--- src/design/obbsat_pkg.sv ---
// Shared constants, command codes and types for the oriented-box overlap test.
// Used by obbsat_ctrl, obbsat_dp and obb_separating_axis_test; no dependencies.
package obbsat_pkg;

  // Coordinate width of one vector component (signed fixed point).
  localparam int COORD_WIDTH = 24;
  // Width of a candidate axis component: a difference of two full products.
  localparam int LW          = 2 * COORD_WIDTH + 1;
  // Multiplier operand width: holds an axis slice, a center difference or a vector.
  localparam int MW          = COORD_WIDTH + 2;
  localparam int PW          = 2 * MW;
  // Accumulator width: a sum of six absolute dot products of an axis and a vector.
  localparam int ACC_W       = 3 * COORD_WIDTH + 8;

  localparam int NUM_SLOTS   = 7;
  localparam logic [3:0] LAST_AXIS  = 4'd14;
  localparam logic [3:0] FACE_AXES  = 4'd6;
  localparam logic [2:0] LAST_VEC   = 3'd6;
  localparam logic [2:0] FOLD_STEP  = 3'd6;
  localparam logic [2:0] LAST_LSTEP = 3'd5;

  localparam logic [2:0] SLOT_CENTER = 3'd0;
  localparam logic [2:0] SLOT_AXIS0  = 3'd1;
  localparam logic [2:0] SLOT_HALF0  = 3'd4;
  localparam logic [2:0] SLOT_NONE   = 3'd7;

  localparam logic OPER_LOAD = 1'b0;
  localparam logic OPER_TEST = 1'b1;

  // Datapath command codes.
  localparam logic [3:0] OP_NOP       = 4'd0;
  localparam logic [3:0] OP_LOAD      = 4'd1;
  localparam logic [3:0] OP_PREP      = 4'd2;
  localparam logic [3:0] OP_FACE      = 4'd3;
  localparam logic [3:0] OP_CROSS_A   = 4'd4;
  localparam logic [3:0] OP_CROSS_B   = 4'd5;
  localparam logic [3:0] OP_DOT_FIRST = 4'd6;
  localparam logic [3:0] OP_DOT_LO    = 4'd7;
  localparam logic [3:0] OP_DOT_HI    = 4'd8;
  localparam logic [3:0] OP_FOLD_D    = 4'd9;
  localparam logic [3:0] OP_FOLD_H    = 4'd10;
  localparam logic [3:0] OP_CMP       = 4'd11;

  typedef struct packed {
    logic [3:0] op;
    logic       box;
    logic [2:0] slot;
    logic [1:0] ax_i;
    logic [1:0] ax_j;
    logic [1:0] ca;
    logic [1:0] cb;
    logic [1:0] comp;
    logic [2:0] vsel;
  } dp_cmd_t;

  typedef struct packed {
    logic sep;
  } dp_stat_t;

  function automatic logic [1:0] next_comp(input logic [1:0] k);
    next_comp = (k == 2'd2) ? 2'd0 : k + 2'd1;
  endfunction

  // Box 0 face axis index of a cross-product candidate axis.
  function automatic logic [1:0] cross_i(input logic [3:0] axis);
    case (axis)
      4'd6, 4'd7, 4'd8:    cross_i = 2'd0;
      4'd9, 4'd10, 4'd11:  cross_i = 2'd1;
      default:             cross_i = 2'd2;
    endcase
  endfunction

  // Box 1 face axis index of a cross-product candidate axis.
  function automatic logic [1:0] cross_j(input logic [3:0] axis);
    case (axis)
      4'd6, 4'd9, 4'd12:   cross_j = 2'd0;
      4'd7, 4'd10, 4'd13:  cross_j = 2'd1;
      default:             cross_j = 2'd2;
    endcase
  endfunction

endpackage

--- src/design/obbsat_ctrl.sv ---
// Controller of the overlap test: load bookkeeping, axis sequencing and the
// result register. Depends on obbsat_pkg; commands obbsat_dp.
module obbsat_ctrl (
  input  logic                 clk,
  input  logic                 rst_n,
  input  logic                 start,
  input  logic                 operation,
  input  logic                 box_sel,
  input  logic [2:0]           slot,
  input  obbsat_pkg::dp_stat_t stat,
  output obbsat_pkg::dp_cmd_t  cmd,
  output logic                 busy,
  output logic                 out_valid,
  output logic                 out_hit,
  output logic                 out_incomplete
);
  import obbsat_pkg::*;

  localparam logic [2:0] ST_IDLE   = 3'd0;
  localparam logic [2:0] ST_PREP   = 3'd1;
  localparam logic [2:0] ST_LGEN   = 3'd2;
  localparam logic [2:0] ST_BUBBLE = 3'd3;
  localparam logic [2:0] ST_DOTS   = 3'd4;
  localparam logic [2:0] ST_CMP    = 3'd5;
  localparam logic [2:0] ST_WAIT   = 3'd6;
  localparam logic [2:0] ST_DECIDE = 3'd7;

  logic [2:0]           state_r, state_nxt;
  logic [3:0]           axis_r, axis_nxt;
  logic [2:0]           sub_r, sub_nxt;
  logic [2:0]           vec_r, vec_nxt;
  logic [NUM_SLOTS-1:0] loaded_r [2];
  logic [NUM_SLOTS-1:0] loaded_nxt [2];
  logic                 valid_r, valid_nxt;
  logic                 hit_r, hit_nxt;
  logic                 inc_r, inc_nxt;
  logic [1:0]           p, q, lcomp;

  always_comb begin
    state_nxt     = state_r;
    axis_nxt      = axis_r;
    sub_nxt       = sub_r;
    vec_nxt       = vec_r;
    loaded_nxt[0] = loaded_r[0];
    loaded_nxt[1] = loaded_r[1];
    valid_nxt     = 1'b0;
    hit_nxt       = hit_r;
    inc_nxt       = inc_r;
    cmd           = '0;
    cmd.op        = OP_NOP;
    lcomp         = sub_r[2:1];
    p             = next_comp(lcomp);
    q             = next_comp(p);
    case (state_r)
      ST_IDLE: begin
        if (start) begin
          if (operation == OPER_LOAD) begin
            cmd.op   = OP_LOAD;
            cmd.box  = box_sel;
            cmd.slot = slot;
            if (slot != SLOT_NONE) begin
              loaded_nxt[box_sel] = loaded_r[box_sel] | (NUM_SLOTS'(1) << slot);
            end
          end else if ((&loaded_r[0]) && (&loaded_r[1])) begin
            axis_nxt  = '0;
            state_nxt = ST_PREP;
          end else begin
            valid_nxt = 1'b1;
            hit_nxt   = 1'b0;
            inc_nxt   = 1'b1;
          end
        end
      end
      ST_PREP: begin
        cmd.op    = OP_PREP;
        sub_nxt   = '0;
        state_nxt = ST_LGEN;
      end
      ST_LGEN: begin
        if (axis_r < FACE_AXES) begin
          cmd.op    = OP_FACE;
          cmd.box   = (axis_r >= 4'd3);
          cmd.ax_i  = (axis_r >= 4'd3) ? 2'(axis_r - 4'd3) : axis_r[1:0];
          state_nxt = ST_BUBBLE;
        end else begin
          cmd.op   = sub_r[0] ? OP_CROSS_B : OP_CROSS_A;
          cmd.ax_i = cross_i(axis_r);
          cmd.ax_j = cross_j(axis_r);
          cmd.comp = lcomp;
          cmd.ca   = sub_r[0] ? q : p;
          cmd.cb   = sub_r[0] ? p : q;
          sub_nxt  = sub_r + 3'd1;
          if (sub_r == LAST_LSTEP) begin
            state_nxt = ST_BUBBLE;
          end
        end
      end
      ST_BUBBLE: begin
        sub_nxt   = '0;
        vec_nxt   = '0;
        state_nxt = ST_DOTS;
      end
      ST_DOTS: begin
        cmd.vsel = vec_r;
        cmd.comp = sub_r[2:1];
        if (sub_r == FOLD_STEP) begin
          cmd.op  = (vec_r == SLOT_CENTER) ? OP_FOLD_D : OP_FOLD_H;
          sub_nxt = '0;
          vec_nxt = vec_r + 3'd1;
          if (vec_r == LAST_VEC) begin
            state_nxt = ST_CMP;
          end
        end else begin
          if (sub_r == 3'd0) begin
            cmd.op = OP_DOT_FIRST;
          end else if (sub_r[0]) begin
            cmd.op = OP_DOT_HI;
          end else begin
            cmd.op = OP_DOT_LO;
          end
          sub_nxt = sub_r + 3'd1;
        end
      end
      ST_CMP: begin
        cmd.op    = OP_CMP;
        state_nxt = ST_WAIT;
      end
      ST_WAIT: begin
        state_nxt = ST_DECIDE;
      end
      ST_DECIDE: begin
        if (stat.sep || axis_r == LAST_AXIS) begin
          valid_nxt = 1'b1;
          hit_nxt   = !stat.sep;
          inc_nxt   = 1'b0;
          state_nxt = ST_IDLE;
        end else begin
          axis_nxt  = axis_r + 4'd1;
          sub_nxt   = '0;
          state_nxt = ST_LGEN;
        end
      end
      default: begin
        state_nxt = ST_IDLE;
      end
    endcase
  end

  always_ff @(posedge clk) begin
    if (!rst_n) begin
      state_r     <= ST_IDLE;
      loaded_r[0] <= '0;
      loaded_r[1] <= '0;
      valid_r     <= 1'b0;
    end else begin
      state_r     <= state_nxt;
      loaded_r[0] <= loaded_nxt[0];
      loaded_r[1] <= loaded_nxt[1];
      valid_r     <= valid_nxt;
    end
    axis_r <= axis_nxt;
    sub_r  <= sub_nxt;
    vec_r  <= vec_nxt;
    hit_r  <= hit_nxt;
    inc_r  <= inc_nxt;
  end

  assign busy           = (state_r != ST_IDLE);
  assign out_valid      = valid_r;
  assign out_hit        = hit_r;
  assign out_incomplete = inc_r;

endmodule

--- config.mk ---
export PLATFORM = sky130hd
export DESIGN_NAME = obbsat_ctrl
export DESIGN_NICKNAME = d
export VERILOG_FILES = /design/src/design/obbsat_pkg.sv /design/src/design/obbsat_ctrl.sv
export SDC_FILE = /design/constraint.sdc
export NUM_CORES = 1
export LEC_CHECK = 0
export CAP_MARGIN = 10
export CORE_MARGIN = 2
export CORE_UTILIZATION = 57
export CTS_CLUSTER_SIZE = 16
export DETAILED_ROUTE_END_ITERATION = 7
export DONT_BUFFER_PORTS = 1
export PLACE_DENSITY = 0.75
export SLEW_MARGIN = 10
export SYNTH_ARGS = -nofsm -noshare
export SYNTH_HDL_FRONTEND = slang
export SYNTH_SLANG_ARGS = --single-unit
--- constraint.sdc ---
create_clock -name clk -period 1.5 [get_ports clk]
set_input_delay 0.075 -clock clk [delete_from_list [all_inputs] [get_ports clk]]
set_output_delay 0.075 -clock clk [all_outputs]
set_load 0.05 [all_outputs]
==> impl_metrics.toml, run 1 <==
[place]
dpl-instance-area_um2 = 2690
dp_hpwl_mm = 4.05
placed_cells = 321
dp_slack_ns = -0.203
portBuffers = 0
gp_congestion = 0.895

[clock_tree]
clock_tree.buffer_depth = 2
cts-hold-fix-buffers = 6
cts_resized = 60
cts_max_level = 2
cts_buffers = 5
clock-sinks = 30
root_buffer = "clkbuf_4"
cts_setup_buffers = 22

[synth]
synth_nets = 246
ys.flop_type = "dfxtp_1"
synth_cells = 226
synth_top_area_frac = 0.189
synth_area_leaders = "dfxtp_1, edfxtp_1, ha_1"
synth-edff-count = 12
synth.distinct_cells = 48
synth.mux.area_fraction = 0.0217
synth-adder-area-share = 0.0723
synth_top_cell_by_area = "dfxtp_1"
synth_seq_cells = 30
synth_compound_area_frac = 0.169
ys_seq_area_frac = 0.378
async_flop_share = 0
synth_top_family_by_area = "simple AND/OR/NAND/NOR gates"
yosys.area_share.simple = 0.261
avgSynthCellArea_um2 = 8.43
synth_xor_area_frac = 0.0322
synth_area_um2 = 1900
yosysWarnings = 0

[floorplanning]
row_count = 20
initial_core_util = 0.609
dieWidth_um = 61.8
pin_count = 34
die_h_um = 61.8

[outcome]
failed_stage = "clock tree synthesis (4_1_cts)"
error = "[ERROR DPL-0038] Utilization greater than 100%, impossible to legalize"
status = "stopped before the end"
==> cell usage after synthesis (2+ instances only) <==
| cell type | count |
|---|---|
| dfxtp_1 | 18 |
| nor4_2 | 2 |
| a21boi_0 | 2 |
| nand4_1 | 5 |
| buf_2 | 4 |
| mux2i_1 | 3 |
| o22ai_1 | 2 |
| edfxtp_1 | 12 |
| nand3b_1 | 5 |
| xnor2_1 | 6 |
| ha_1 | 11 |
| nor3_1 | 5 |
| nor2b_1 | 11 |
| and3_1 | 2 |
| nand2b_1 | 3 |
| a21oi_1 | 14 |
| a31oi_1 | 3 |
| clkbuf_1 | 9 |
| nand2_1 | 16 |
| o21ai_0 | 13 |
| nor2_1 | 26 |
| inv_1 | 16 |
| nand3_1 | 5 |
| and2_1 | 5 |
| a22o_1 | 3 |
| nor4_1 | 2 |
| a311oi_1 | 2 |
==> cells by family after synthesis <==
logic type | count (synthesis)
simple gates | 92
fa+ha+maj | 11
mux | 4
buf+inv | 31
compound gates | 51
flops | 30
xor+xnor | 7
==> per-stage QoR <==
step	hold WS, ns	util	setup TNS [ns]
detailed placement	0.189	0.860	-1.73
global placement	0.182	0.860	-0.668
floorplan	0.177	-	-1.98
==> inputs of run 2 (changes only) <==
CORE_UTILIZATION = 40   (was 57)
CTS_CLUSTER_SIZE = unset   (was 16)
PLACE_DENSITY = unset   (was 0.75)
PLACE_DENSITY_LB_ADDON = 0.15   (was unset)
clock period = 1.95 ns   (was 1.5 ns; I/O delays follow)
==> impl_metrics.toml, run 2 <==
[drt]
via_count = 1716
drc = 0
drtAntennaViolNets = 0
firstDrtPassIters = 4
viasPerCell = 5.30
totalWireLength_mm = 4.40
routedWlPerCell_um = 13.6
drt_iter0_drc = 63

[setup_path]
regToRegSetupSlack_ns = 0.25
cp_cell_sequence = "ha_4 > o21ai_2 > nor2_1 > a311o_1 > o21ai_2 > buf_12"
slowest_stage = "edfxtp_1"
cp-end-kind = "primary output"
r2r-end = "sub_r[0]"
critPathRequiredTime_ns = 1.85
crit_top_cell = "o21ai_2"
crit_arrival_ns = 1.84
worstSetupPathType = "reg -> out"
slowest_delay_ns = 0.52
cp_max_fo = 5
start_kind = "register"
reg2reg_from = "axis_r[1]"
r2r_cells = 5

[power_and_ir_drop]
p_leak_uw = 0.00101
vdd_drop_max_mv = 0.427
power.density_nw_per_um2 = 478
power.total_uw = 1240

[synth]
yosysWarnings = 0
avgSynthCellArea_um2 = 8.43
synth_area_um2 = 1900
synth_area_leaders = "dfxtp_1, edfxtp_1, ha_1"
synth_seq_cells = 30
yosys-top-cells-count = "nor2_1, dfxtp_1, inv_1, nand2_1, a21oi_1"
ys_seq_area_frac = 0.378
ys.flop_type = "dfxtp_1"
synth_nets = 246
async_flop_share = 0
synth.distinct_cells = 48
synth_top_cell_by_area = "dfxtp_1"
synth_top_area_frac = 0.189
synth.most_common_cell = "nor2_1"
synth-edff-count = 12
synth_cells = 226

[floorplanning]
dieWidth_um = 73
coreArea_um2 = 4660
die_h_um = 73
die_area_um2 = 5330
initial_core_util = 0.409
row_count = 25
pin_count = 34

[hold_path]
worstHoldStart = "slot[1]"
hp-class = "in -> reg"
hold_end = "loaded_r[1][3]"
min_path_cells = 2

[clock_tree]
root_buffer = "clkbuf_8"
clock-sinks = 30
cts_max_level = 2
cts_tree = "built"
cts_buffers = 5
clock_tree.buffer_depth = 2
clkTransAtPathRegs_ns = 0.06
clk-insertion-delay-late_ns = 0.29

[place]
dpl-instance-area_um2 = 2300
gp_congestion = 0.810
portBuffers = 0
dp_hpwl_mm = 3.23

[final_layout]
top_regs = "loaded_r x14, axis_r x4"
final_common_cell = "buf_4"
largest_reg_flops = 14
n_fill_cell = 415
diodes = 0
drive_gt1_frac = 0.307
final_cell_area_um2 = 2590
mostFrequentLayoutCells = "buf_4, nor2_1, nand2_1, dfxtp_1"
syn_to_final_growth_pct = 36.0
final_nets = 289
regMostFlops = "loaded_r"

[timing]
slew_headroom = 0.642
min_period_ns = 1.94
clock-skew-final_ns = 0.00634
final-max-slew-violation-count = 0
fin_crit_sh = 0.994
tightest_slew_ns = 0.535
rsz0062_at_grt = "yes"
fmaxAchievable_ghz = 0.516
finalSetupViolations = 0
fin_setup_tns_ns = 0
hold_violations = 0

[grt]
antenna_found_initial = 0
grt_pass1_vias = 1579
grt.total_usage = 0.177
grt_start_max_net_pins = 19
grt_pass1_wl_mm = 7.33
grt-ovfl-total = 0

[outcome]
status = "complete, no violations"

[run]
cap_violations = 0
==> run 2: cell counts after synthesis <==
Identical to the previous run, type by type.
==> run 2: routing by layer <==
metal | share of wire | track usage | up-vias | wire length, um
met2 | 0.47 | 0.280 | 43 | 2070
li1 | - | - | 881 | -
met1 | 0.46 | 0.232 | 784 | 2030
met5 | 0 | 0 | - | 0
met4 | 0.017 | 0.0617 | 0 | 76
met3 | 0.048 | 0.0483 | 8 | 210
==> run 2: worst max-delay path by stage <==
stage               startpoint        to  cells after the start
floorplan            axis_r[0]   cmd[12]                      6
global placement     axis_r[0]   cmd[12]                      7
detailed placement   axis_r[0]  sub_r[0]                      6
CTS                  axis_r[1]   cmd[12]                      6
global route         axis_r[1]   cmd[12]                      8
finish               axis_r[1]   cmd[12]                      6
==> run 2: stage by stage <==
stage | instances | utilization | hold slack [ns] | setup slack [ns]
after global routing | 324 | 0.556 | 0.0230 | -0.0522
after CTS | 319 | 0.527 | 0.00465 | -0.0243
after floorplan | 226 | - | 0.199 | -0.0105
after detailed placement | 304 | 0.493 | 0.207 | 0.134
final | 324 | 0.556 | 0.00201 | 0.0111
after global placement | 304 | 0.493 | 0.203 | 0.194
==> run 2: kinds of logic (layout without fill, tap and decap cells) <==
kind of cell	count (synthesis)	in the layout	share of synthesized area
AND/OR/NAND/NOR	92	92	0.261
AO/OA/AOI/OAI	51	51	0.169
buffers and inverters	31	75	0.0657
flip-flops	30	30	0.378
adder cells (fa/ha/maj)	11	11	0.0723
XOR/XNOR	7	7	0.0322
multiplexers	4	4	0.0217
==> run 2: critical path: cells and delay by family (launching register included) <==
kind,cells,cell delay [ns]
AOI/OAI and AO/OA,3,0.59
DFF,1,0.52
adders and majority gates,1,0.24
buffers and inverters,1,0.15
and+or+nand+nor,1,0.05
==> run 2: timing repair <==
action                                 CTS  global route
endpoints found under the hold margin   19             0
setup endpoints to repair                8             8
pin swaps                                1             7
buffers inserted                         3             5
hold buffers                             4             0
resized for setup                        5            23
==> run 2: where the power goes <==
part | internal, uW | total, uW | switching (uW)
clock | 277 | 502 | 225
sequential | 652 | 659 | 7.73
combinational | 34.8 | 77.5 | 42.7
total | 963 | 1240 | 276
==> run 2: layout make-up <==
class,count,area [um2],area share
clock buffers,6,82.6,0.0319
well taps,54,67.6,0.0261
repair buffers,50,472,0.182
inverters,17,66.3,0.0256
clock inverters,2,7.51,0.00290
multi-input cells,165,1170,0.451
flip-flops and latches,30,727,0.281
Power figures use the tool's default switching activity.
